[src/design/lrm_ram.sv]
module lrm_ram #(
  parameter int WIDTH = 8,
  parameter int DEPTH = 64
) (
  input  logic                     clk,
  input  logic                     we,
  input  logic [$clog2(DEPTH)-1:0] waddr,
  input  logic [WIDTH-1:0]         wdata,
  input  logic [$clog2(DEPTH)-1:0] raddr,
  output logic [WIDTH-1:0]         rdata
);

  logic [WIDTH-1:0] mem [DEPTH];

  always_ff @(posedge clk) begin
    if (we) begin
      mem[waddr] <= wdata;
    end
    rdata <= mem[raddr];
  end

endmodule

[config.mk]
export PLATFORM = sky130hd
export DESIGN_NAME = lrm_ram
export DESIGN_NICKNAME = d
export VERILOG_FILES = /design/src/design/lrm_ram.sv
export SDC_FILE = /design/constraint.sdc
export NUM_CORES = 1
export LEC_CHECK = 0
export ABC_AREA = 1
export BUFFER_PORTS_ARGS = -buffer_cell sky130_fd_sc_hd__buf_2
export CORE_MARGIN = 1
export CORE_UTILIZATION = 33
export DETAILED_ROUTE_END_ITERATION = 8
export SYNTH_ARGS = -nofsm -noshare
export SYNTH_HDL_FRONTEND = slang
export SYNTH_SLANG_ARGS = --single-unit
[constraint.sdc]
create_clock -name clk -period 4 [get_ports clk]
set_input_delay 0.4 -clock clk [delete_from_list [all_inputs] [get_ports clk]]
set_output_delay 0.4 -clock clk [all_outputs]
set_load 0.02 [all_outputs]
==> flow_summary.ini <==
[global_routing]
grt_pass1_vias = 13000
grt_antenna_before_repair = 1
global_route_wire_length_before_repair_um = 81100
grt_start_max_net_pins = 174
grt.overflow.total = 0
gr-usage-all-layers_pct = 16.3

[detailed_routing]
wl_met1_um = 24400
route.vias.total = 13700
drt_wl_total_um = 53900
detailedRoute.firstPassIterationCount = 5
routed.top_layer = met5
vias_per_cell = 5.08
met3RoutedLength_um = 4250
met2_length_um = 23900
detail_route.iter0.violations = 1416
wl_per_cell_um = 20.0
route.antenna.remaining_nets = 0
drt_drc_violations_left = 0

[yosys]
synth_nets = 1827
synth_cell_types = 16
synth-seq-area-share_pct = 72.8
yosys_warnings = 0
gate_count_of_the_mapped_netlist = 1805
postSynthRegisterBits = 520
syn-mean-instance-area_um2 = 11.8
post_synth_instance_area_um2 = 21300

[sta]
hold_violations = 0
post_route_clock_skew_ns = 0.0204
fin_setup_tns_ns = 0
min_tclk_post_route_ns = 2.29
fin_ws_ns = 1.71
worst_pin_slew_ns = 1.22
max_slew_margin_pct = 18.4
final-max-slew-violation-count = 0
setup_viol = 0
final.period_utilization_pct = 57.1
hold-worst-slack_ns = 0.154
clock.fmax_ghz = 0.438
unrepaired_setup_endpoints_after_global_routing = false

[floorplan]
floorplan.core_area_um2 = 63400
chipHeight_um = 256
boundaryPins = 30
start_util_pct = 33.6
fp.dieW_um = 256
area_of_the_die_um2 = 65700
cell_row_count = 92

[worst_setup_path]
worst_setup_path_end_kind = flip-flop
worstPathRequired_ns = 4.22
cp_data_arrival_time_ns = 2.50
timing.critical_path.fanout_max = 9
setup.reg_to_reg.worst_slack_ns = 2.56
criticalPathCategory = primary input to flip-flop
worstSetupStartpointType = primary input

[clock_network]
cts_inserted_buffers = 52
cts.clk_slew.worst_paths_ns = 0.06
worstSkewPairLatency_ns = 0.60
clock-sinks = 520
cts_buffer_depth = 3
post_cts_hold_buffer_count = 0
cts_resized = 0
htree_levels = 2
buffer_count_from_post_cts_setup_fixing = 0
cts.root.buffer_cell = clkbuf_16
cts_tree = done

[layout]
final_nets = 1828
post_route_cells_drive_above_1_share_pct = 7.20
syn2layout_area_growth_pct = 10.9
postLayoutCoreUtil_pct = 37.3

[place]
post-place-ws_ns = 1.16
routabilityCongestion = 0.858
hpwlAfterDp_um = 31500
port_buffers = 29

[pwr]
powerDensity_nw_per_um2 = 485
leakage_uw = 0.00835
ir_drop_mv = 0.340

[run_status]
outcome = finished, final reports clean

[worst_hold_path]
class_of_the_most_critical_hold_timing_path = primary input to flip-flop

[run]
maxCapViolations = 0
[cell type report]
| cell class | instances | area (µm²) |
|---|---|---|
| timing repair buffer | 60 | 437 |
| antenna | 1 | 2.50 |
| fill | 6083 | 39800 |
| clock buffer | 64 | 1390 |
| multi-input combinational | 1160 | 4950 |
| sequential | 520 | 15500 |
| inverter | 12 | 52.6 |
| clock inverter | 32 | 251 |
| tap | 846 | 1060 |
[routing by layer]
layer	vias to the layer above	track usage, %
li1	6362	-
met1	6728	23.5
met2	508	24.3
met3	85	3.52
met4	2	5.27
met5	-	0
[critical path, stage by stage]
cell and delay [ns]:
buf_2 0.17, inv_1 0.21, nand4_1 0.81, nor2_1 0.91
[stage by stage]
step,std cells,instance area (µm²),power [µW]
after CTS,2694,23700,11600
final,2695,23700,11500
after global placement,2598,22000,6860
after detailed placement,2598,22000,6870
after global routing,2694,23700,11800
after floorplan,1805,21300,6590
[power by group]
| group | internal, µW | switching, µW | total (µW) | leakage [µW] |
|---|---|---|---|---|
| registers | 6030 | 16.4 | 6050 | 0.00467 |
| clock network | 2710 | 2020 | 4730 | 0.000809 |
| logic | 166 | 546 | 712 | 0.00287 |
| total | 8910 | 2580 | 11500 | 0.00835 |
[sequential cells by signal, indices dropped and copies added (netlist names)]
signal,cells
mem,512
rdata,8
[kinds of logic after synthesis]
group / Yosys count / synth area share, %
AND/OR/NAND/NOR: 1160 / 23.2
buffers and inverters: 125 / 4.02
flip-flops: 520 / 72.8
[cell usage after synthesis]
library cell,number,area (µm²)
nand2_1,648,2430
edfxtp_1,512,15400
nand3_1,439,2200
nor2_1,56,210
buf_2,37,185
buf_6,35,394
clkbuf_1,15,56.3
buf_4,14,105
buf_1,10,37.5
inv_1,10,37.5
nand4_1,9,56.3
dfxtp_1,8,160
nor4_1,8,50.1
buf_8,2,30.0
inv_2,1,3.75
inv_6,1,8.76
[worst paths after layout]
check / to / cells after the start / startpoint
max: mem[56][6] / 4 / waddr[0]
min: rdata[2] / 3 / raddr[5]
min reg2reg: rdata[3] / 8 / mem[33][3]
max reg2reg: rdata[7] / 8 / mem[11][7]
[cell usage in the layout, fill, tap and decap left out, drive strengths merged]
master / count
nand2: 648
edfxtp: 512
nand3: 439
clkbuf: 64
buf: 60
nor2: 56
clkinv: 28
inv: 12
nand4: 9
nor4: 8
dfxtp: 8
bufinv: 4
diode: 1
(Power assumes the default switching activity.)
