[src/design/lrm_pkg.sv]
package lrm_pkg;

  localparam int MAX_REGIONS_DEF = 64;
  localparam int MAX_PIXELS_DEF  = 1048576;

  localparam int PIX_W   = 32;
  localparam int LABEL_W = 8;
  localparam int IDX_W   = 6;
  localparam int CNT_O_W = 21;
  localparam int NREG_W  = 7;
  localparam int PADDR_W = 3;
  localparam int PDATA_W = 32;

  localparam logic [NREG_W-1:0] NREG_RESET = NREG_W'(64);

  localparam logic STAT_MEAN = 1'b0;
  localparam logic STAT_ERR  = 1'b1;

  typedef enum logic [2:0] {
    ST_IDLE,
    ST_ACC,
    ST_RD,
    ST_LOAD,
    ST_DIV,
    ST_EMIT
  } lrm_state_t;

  typedef struct packed {
    logic start;
  } lrm_div_ctl_t;

  typedef struct packed {
    logic busy;
    logic done;
  } lrm_div_sts_t;

endpackage

[src/design/lrm_div.sv]
module lrm_div #(
  parameter int NUM_W = 52,
  parameter int DEN_W = 21
) (
  input  logic                  clk,
  input  logic                  rst_n,
  input  lrm_pkg::lrm_div_ctl_t ctl,
  input  logic [NUM_W-1:0]      num,
  input  logic [DEN_W-1:0]      den,
  output lrm_pkg::lrm_div_sts_t sts,
  output logic [NUM_W-1:0]      quo
);

  localparam int CW = $clog2(NUM_W + 1);

  logic [NUM_W-1:0] q_r, q_nxt;
  logic [DEN_W-1:0] rem_r, rem_nxt, den_r;
  logic [CW-1:0]    cnt_r, cnt_nxt;
  logic             busy_r, busy_nxt;
  logic [DEN_W:0]   rem_sh;
  logic             ge;

  always_comb begin
    rem_sh   = {rem_r, q_r[NUM_W-1]};
    ge       = rem_sh >= {1'b0, den_r};
    q_nxt    = q_r;
    rem_nxt  = rem_r;
    cnt_nxt  = cnt_r;
    busy_nxt = busy_r;
    if (ctl.start) begin
      q_nxt    = num;
      rem_nxt  = '0;
      cnt_nxt  = CW'(NUM_W);
      busy_nxt = 1'b1;
    end else if (busy_r) begin
      if (cnt_r != '0) begin
        q_nxt   = {q_r[NUM_W-2:0], ge};
        rem_nxt = ge ? DEN_W'(rem_sh - {1'b0, den_r}) : DEN_W'(rem_sh);
        cnt_nxt = cnt_r - 1'b1;
      end else begin
        busy_nxt = 1'b0;
      end
    end
  end

  always_ff @(posedge clk) begin
    if (!rst_n) begin
      busy_r <= 1'b0;
      cnt_r  <= '0;
    end else begin
      busy_r <= busy_nxt;
      cnt_r  <= cnt_nxt;
    end
    q_r   <= q_nxt;
    rem_r <= rem_nxt;
    if (ctl.start) begin
      den_r <= den;
    end
  end

  assign sts.busy = busy_r;
  assign sts.done = busy_r && (cnt_r == '0);
  assign quo      = q_r;

endmodule

[config.mk]
export PLATFORM = sky130hd
export DESIGN_NAME = lrm_div
export DESIGN_NICKNAME = d
export VERILOG_FILES = /design/src/design/lrm_pkg.sv /design/src/design/lrm_div.sv
export SDC_FILE = /design/constraint.sdc
export NUM_CORES = 1
export LEC_CHECK = 0
export ABC_AREA = 0
export ABC_CLOCK_PERIOD_IN_PS = 8000
export BUFFER_PORTS_ARGS = -buffer_cell sky130_fd_sc_hd__buf_2
export CORE_ASPECT_RATIO = 1.1
export CORE_MARGIN = 5
export CORE_UTILIZATION = 45
export CTS_CLUSTER_SIZE = 14
export DETAILED_ROUTE_END_ITERATION = 10
export GPL_TIMING_DRIVEN = 0
export PLACE_DENSITY = 0.71
export SLEW_MARGIN = 10
export SYNTH_ARGS = -nofsm -noshare
export SYNTH_HDL_FRONTEND = slang
export SYNTH_SLANG_ARGS = --single-unit
export TNS_END_PERCENT = 10
[constraint.sdc]
create_clock -name clk -period 8 [get_ports clk]
set_input_delay 0.4 -clock clk [delete_from_list [all_inputs] [get_ports clk]]
set_output_delay 0.4 -clock clk [all_outputs]
set_load 0.005 [all_outputs]
==> flow_summary_export.csv, run 1 <==
group,metric,value,unit
logic_synthesis,syn_nets,543,
worst_hold_path,hold_path.class,"in2reg",
setup_path,max_stage_delay,0.49,ns
timing,slew_headroom,48.81,%
setup_path,crit_arrival,3.54,ns
power,p_leak,0.002764,uW
logic_synthesis,synth_most_common_cell,"edfxtp_1",
logic_synthesis,synth-xor-area-share,3.348,%
timing,max_freq,0.2995,GHz
cts,insertion_delay,0.35,ns
logic_synthesis,synth-simple-area-share,8.752,%
logic_synthesis,synthTopCellsByCount,"edfxtp_1 (73), mux2_2 (51), nor2_1 (35), inv_1 (31), dfxtp_1 (28)",
timing,finalMaxSlewViolations,0,
cts,ctsResizeCount,0,
finish,nNetsFinal,684,
logic_synthesis,postSynth.asyncResetShare,0,%
setup_path,start_kind,"register",
finish,antenna_cells,0,
timing,finClkSkew,0.009669,ns
cts,clock_path_buffers,2,
finish,finalInstanceArea,6384,sq um
setup_path,r2r_end,"rem_r[14]",
detailed_routing,top_layer,"met4",
detailed_routing,met3_length,1204,microns
cts,clk_pin_slew,0.07,ns
setup_path,crit_family,"compound AO/OA/AOI/OAI gates",
setup_path,crit_end,"rem_r[14]",
finish,drive_above_1_share,35.25,%
finish,syn_to_final_growth,22.00,%
job,max_cap_violations,0,
logic_synthesis,synth_fa_ha_area_share,5.643,%
logic_synthesis,ys_warn_count,0,
placed_design,gp_congestion,0.8594,
detailed_routing,dr.first_iter.drc_count,240,
floorplan,initial_utilization,45.74,%
detailed_routing,wl_met1,5159,microns
detailed_routing,post-route-drc-count,0,
timing,setup_tns,0,ns
detailed_routing,ant_nets,0,
floorplan,core-area,11440,sq um
cts,post-cts-setup-buffers,0,
status,status,"completed",
timing,holdWs,0.2172,ns
setup_path,worstPathMaxFanout,10,
detailed_routing,vias,3955,
setup_path,slowest_stage,"edfxtp_1",
placed_design,dpl-instance-area,6088,sq um
floorplan,dieWidth,112.8,microns
floorplan,die_h,123.1,microns
detailed_routing,met2WireLength,5865,microns
logic_synthesis,yosys.area.top_type_share,41.89,%
logic_synthesis,yosysSeqAreaShare,52.61,%
cts,holdBufCountCts,0,
setup_path,r2r_slack,4.66,ns
placed_design,port_buffers,129,
timing,tightest_slew,0.7627,ns
detailed_routing,viasPerCell,5.345,
cts,cts.sinks,101,
power,ir_drop,138.1,uV
setup_path,r2r-start,"quo[51]",
floorplan,rows,41,
logic_synthesis,synth-compound-area-share,11.79,%
timing,rsz0062_at_grt,"false",
detailed_routing,wl,12600,microns
setup_path,crit_buf_inv,3,
detailed_routing,wl_per_cell,17.03,microns
logic_synthesis,synth_edf_count,73,
grt,gr-total-overflow,0,
grt,grt_first_pass_wirelength,19900,microns
logic_synthesis,synth_mux_area_share,13.65,%
setup_path,worstPathCellList,"inv_1, ha_1, inv_1, fa_1, a21o_1, a221oi_4, o211ai_2, a21o_1, o2111a_2, nor2_8, buf_12, mux2i_1, a211oi_1",
grt,track_usage,18.37,%
cts,cts_tree,"yes",
logic_synthesis,syn_area,5233,sq um
logic_synthesis,synth_top_family_by_area,"multiplexers",
power,power.density,218.6,nW/um^2
setup_path,cp-end-kind,"register",
grt,grt_antenna_before_repair,0,
detailed_routing,drt_first_pass_iters,4,
setup_path,crit_cells,13,
timing,setup_violations,0,
grt,grt_pass1_vias,4033,
setup_path,required,8.20,ns
cts,cts_buffers,9,
floorplan,ioPinCount,130,
logic_synthesis,synth_cell_types,51,
cts,h-tree-depth,3,
grt,grt_max_degree,34,
logic_synthesis,synthCells,444,
logic_synthesis,synth_top_cell_by_area,"edfxtp_1",
logic_synthesis,synth_area_leaders,"edfxtp_1 (42%), mux2_2 (11%), dfxtp_1 (11%)",
placed_design,dp.final_hpwl,9312,microns
setup_path,cp-startpoint,"quo[51]",
setup_path,r2r_cells,13,
logic_synthesis,avgSynthCellArea,11.78,sq um
timing,hold_viol,0,
setup_path,crit_type,"reg2reg",
cts,clockRootBuffer,"clkbuf_16",
logic_synthesis,synth_ff_type,"edfxtp_1",
floorplan,dieArea,13890,sq um
timing,period_needed,3.339,ns
logic_synthesis,ys_seq_elements,101,
timing,fin_crit_sh,41.74,%
-- worst reg2reg max path, cell delays in order (launching register included) --
cell	delay [ns]
edfxtp_1	0.49
inv_1	0.10
ha_1	0.16
inv_1	0.05
fa_1	0.41
a21o_1	0.24
a221oi_4	0.32
o211ai_2	0.18
a21o_1	0.22
o2111a_2	0.35
nor2_8	0.18
buf_12	0.18
mux2i_1	0.21
a211oi_1	0.09
-- sequential cells by signal, indices dropped and copies added (netlist names) --
| signal | cells |
|---|---|
| rem_r | 21 |
| den_r | 21 |
| quo | 52 |
| busy_r | 1 |
| cnt_r | 6 |
-- metal layers --
metal  vias to the layer above  global-route usage (%)
li1                       1920                       -
met1                      1853                   21.92
met2                       155                   29.11
met3                        27                   7.587
met4                         0                   8.415
met5                         -                       0
-- final cells by class --
cell class | count | area [sq um]
flip-flops and latches | 101 | 2753
clock inverters | 5 | 62.56
inverters | 31 | 116.4
clock buffers | 11 | 232.7
plain buffers | 20 | 103.9
multi-input cells | 292 | 2262
fillers | 964 | 5056
repair buffers | 130 | 665.6
well taps | 150 | 187.7
-- worst min path at each step --
stage | endpoint | start | slack (ns) | depth (start not counted)
final | den_r[16] | den[16] | 0.22 | 1
after global routing | den_r[19] | den[19] | 0.21 | 1
after CTS | den_r[1] | den[1] | 0.21 | 1
after detailed placement | rem_r[19] | rem_r[19] | 0.47 | 2
after global placement | rem_r[19] | rem_r[19] | 0.47 | 2
after floorplan | rem_r[2] | rem_r[2] | 0.45 | 2
-- kinds of logic after synthesis --
family,count (synthesis)
adders and majority gates,23
DFF,101
AOI/OAI and AO/OA,87
xor gates and xnor gates,20
and+or+nand+nor,97
muxes,65
buffers and inverters,51
-- power by group --
part	leakage (uW)	internal, uW	switching, uW	total (uW)
clock network	0.000136	245	197	441
logic	0.00167	140	160	300
registers	0.000955	624	30.3	654
-- metrics by stage --
step | setup slack (ns) | util [%] | total power (uW) | std cells
final | 4.661 | 55.80 | 1395 | 740
after global routing | 4.543 | 55.80 | 1467 | 740
after CTS | 4.681 | 55.80 | 1407 | 740
after detailed placement | 4.721 | 53.22 | 962.8 | 724
after global placement | 4.443 | 53.02 | 953.6 | 723
after floorplan | 5.125 | - | 857.5 | 444
-- cell usage in the layout (no fill, tap or decap), types with 18 or more instances in the layout --
cell and count:
inv_1 31, mux2_2 51, buf_2 130, edfxtp_1 73
nand2_1 24, clkbuf_1 18, nor2_1 35, dfxtp_1 28
ha_1 22, a21oi_1 21
Note: power is estimated with default switching activity, not from simulation.
==> run 2, diff against run 1 <==
ABC_CLOCK_PERIOD_IN_PS = 2830   (was 8000)
PLACE_DENSITY = 0.74   (was 0.71)
clock period = 2.83 ns   (was 8 ns; I/O delays follow)
==> flow_summary_export.csv, run 2 (synthesis gave the netlist of run 1 again) <==
group,metric,value,unit
grt,grt_first_pass_wirelength,20520,microns
grt,grt_antenna_before_repair,0,
floorplan,core-area,11440,sq um
cts,clockRootBuffer,"clkbuf_16",
worst_hold_path,holdPathStages,2,
worst_hold_path,holdPathEnd,"busy_r",
floorplan,dieArea,13890,sq um
finish,drive_above_1_share,37.08,%
placed_design,port_buffers,129,
cts,clock_path_buffers,2,
job,max_cap_violations,0,
floorplan,rows,41,
setup_path,worstPathMaxFanout,6,
cts,clk_pin_slew,0.07,ns
status,status,"finished, violations left",
power,ir_drop,401.6,uV
placed_design,gp_congestion,0.8755,
cts,cts_buffers,9,
finish,final_common_cell,"buf_2",
detailed_routing,vias,4063,
floorplan,initial_utilization,45.74,%
timing,setup_violations,22,
finish,nNetsFinal,717,
detailed_routing,post-route-drc-count,0,
timing,period_needed,3.113,ns
detailed_routing,wl_per_cell,16.92,microns
timing,holdWs,0.04905,ns
detailed_routing,viasPerCell,5.256,
floorplan,ioPinCount,130,
detailed_routing,drt_first_pass_iters,4,
power,p_leak,0.002932,uW
setup_path,start_kind,"register",
placed_design,dp.final_hpwl,9713,microns
setup_path,r2r_slack,-0.28,ns
timing,finClkSkew,0.008955,ns
finish,finalInstanceArea,6759,sq um
finish,syn_to_final_growth,29.17,%
timing,hold_viol,0,
timing,rsz0062_at_grt,"true",
timing,max_freq,0.3213,GHz
timing,tightest_slew,0.7717,ns
setup_path,cp-end-kind,"register",
timing,finalMaxSlewViolations,0,
grt,track_usage,19.01,%
setup_path,required,3.04,ns
setup_path,crit_type,"reg2reg",
grt,grt_max_degree,38,
status,violations,"negative setup slack",
power,power.density,597.2,nW/um^2
timing,slew_headroom,48.21,%
cts,h-tree-depth,3,
worst_hold_path,min_from,"rst_n",
setup_path,r2r_cells,13,
setup_path,r2r_end,"rem_r[5]",
timing,fin_crit_sh,110.0,%
placed_design,dp_worst_setup_slack,-0.4241,ns
finish,antenna_cells,0,
finish,largest_reg_flops,52,
placed_design,dpl-instance-area,6091,sq um
cts,cts.sinks,101,
detailed_routing,dr.first_iter.drc_count,207,
timing,fin_ws,-0.2827,ns
grt,gr-total-overflow,0,
detailed_routing,wl,13080,microns
grt,grt_pass1_vias,4137,
cts,cts_tree,"yes",
setup_path,crit_arrival,3.32,ns
floorplan,die_h,123.1,microns
worst_hold_path,hold_path.class,"in2reg",
cts,insertion_delay,0.36,ns
setup_path,r2r-start,"quo[51]",
finish,layout_common_cells,"buf_2 (130), edfxtp_1 (73), mux2_2 (51)",
detailed_routing,ant_nets,0,
floorplan,dieWidth,112.8,microns
## run 2: changes by cell type in the layout (fill, tap and decap cells not counted), moves of 2 or more
cell,delta
buf_4,+8
inv_6,+3
clkinvlp_4,-2
clkbuf_1,-2
mux2i_1,-2
inv_8,+2
a211oi_1,-2
dlygate4sd3_1,+21
mux2i_2,+2
a211oi_2,+2
## run 2: what timing repair did
| action | in CTS | in global routing |
|---|---|---|
| endpoints found under the setup margin | 22 | 22 |
| gates resized for setup | 4 | 8 |
| setup buffers | 5 | 6 |
| pin swaps | 15 | 6 |
| endpoints found under the hold margin | 21 | 0 |
| cloned | 0 | 1 |
| hold buffers | 21 | 0 |
## run 2: how the worst max path moves through the flow
stage / start / end / slack [ns] / cells past startpoint
3_5_place_dp: quo[51] / rem_r[13] / -0.42 / 13
2_1_floorplan: quo[51] / rem_r[11] / -0.01 / 13
5_1_grt: quo[51] / rem_r[16] / -0.35 / 13
4_1_cts: quo[51] / rem_r[13] / -0.22 / 13
6_report: quo[51] / rem_r[5] / -0.28 / 13
3_3_place_gp: cnt_r[0] / busy_r / -0.83 / 8
## run 2: cell type report
type                    count  area, sq um
clock buffers              10        239.0
inverters                  31        116.4
well taps                 150        187.7
flip-flops and latches    101         2753
plain buffers              20        107.6
multi-input cells         292         2295
clock inverters             6        57.56
fillers                   992         4681
repair buffers            163         1003
## run 2: metrics by stage
stage               TNS [ns]  utilization [%]  cells  total power (uW)
floorplan            -0.1498                -    444              2423
global placement      -49.88            53.05    723              2705
detailed placement    -7.535            53.24    724              2730
CTS                   -3.359            58.08    766              4023
global route          -7.035            59.08    773              4235
finish                -4.908            59.08    773              4036
## run 2: critical path: stages (launching register included)
cell,delay (ns)
edfxtp_1,0.44
inv_1,0.09
ha_2,0.19
inv_2,0.04
fa_2,0.35
a21o_1,0.22
a221oi_4,0.30
o211ai_2,0.14
a21o_1,0.22
o2111a_2,0.30
nor2_8,0.21
clkbuf_16,0.20
mux2i_1,0.20
a211oi_1,0.09
## run 2: layer usage
layer | vias up | share of wire (%) | track usage [%]
li1 | 1987 | - | -
met1 | 1910 | 41 | 22.32
met2 | 147 | 48 | 32.00
met3 | 19 | 9.1 | 6.510
met4 | 0 | 1.9 | 7.814
met5 | - | 0 | 0
## run 2: power by group
part | switching [uW] | internal, uW
clock network | 599 | 647
registers | 87.9 | 1760
logic | 480 | 459
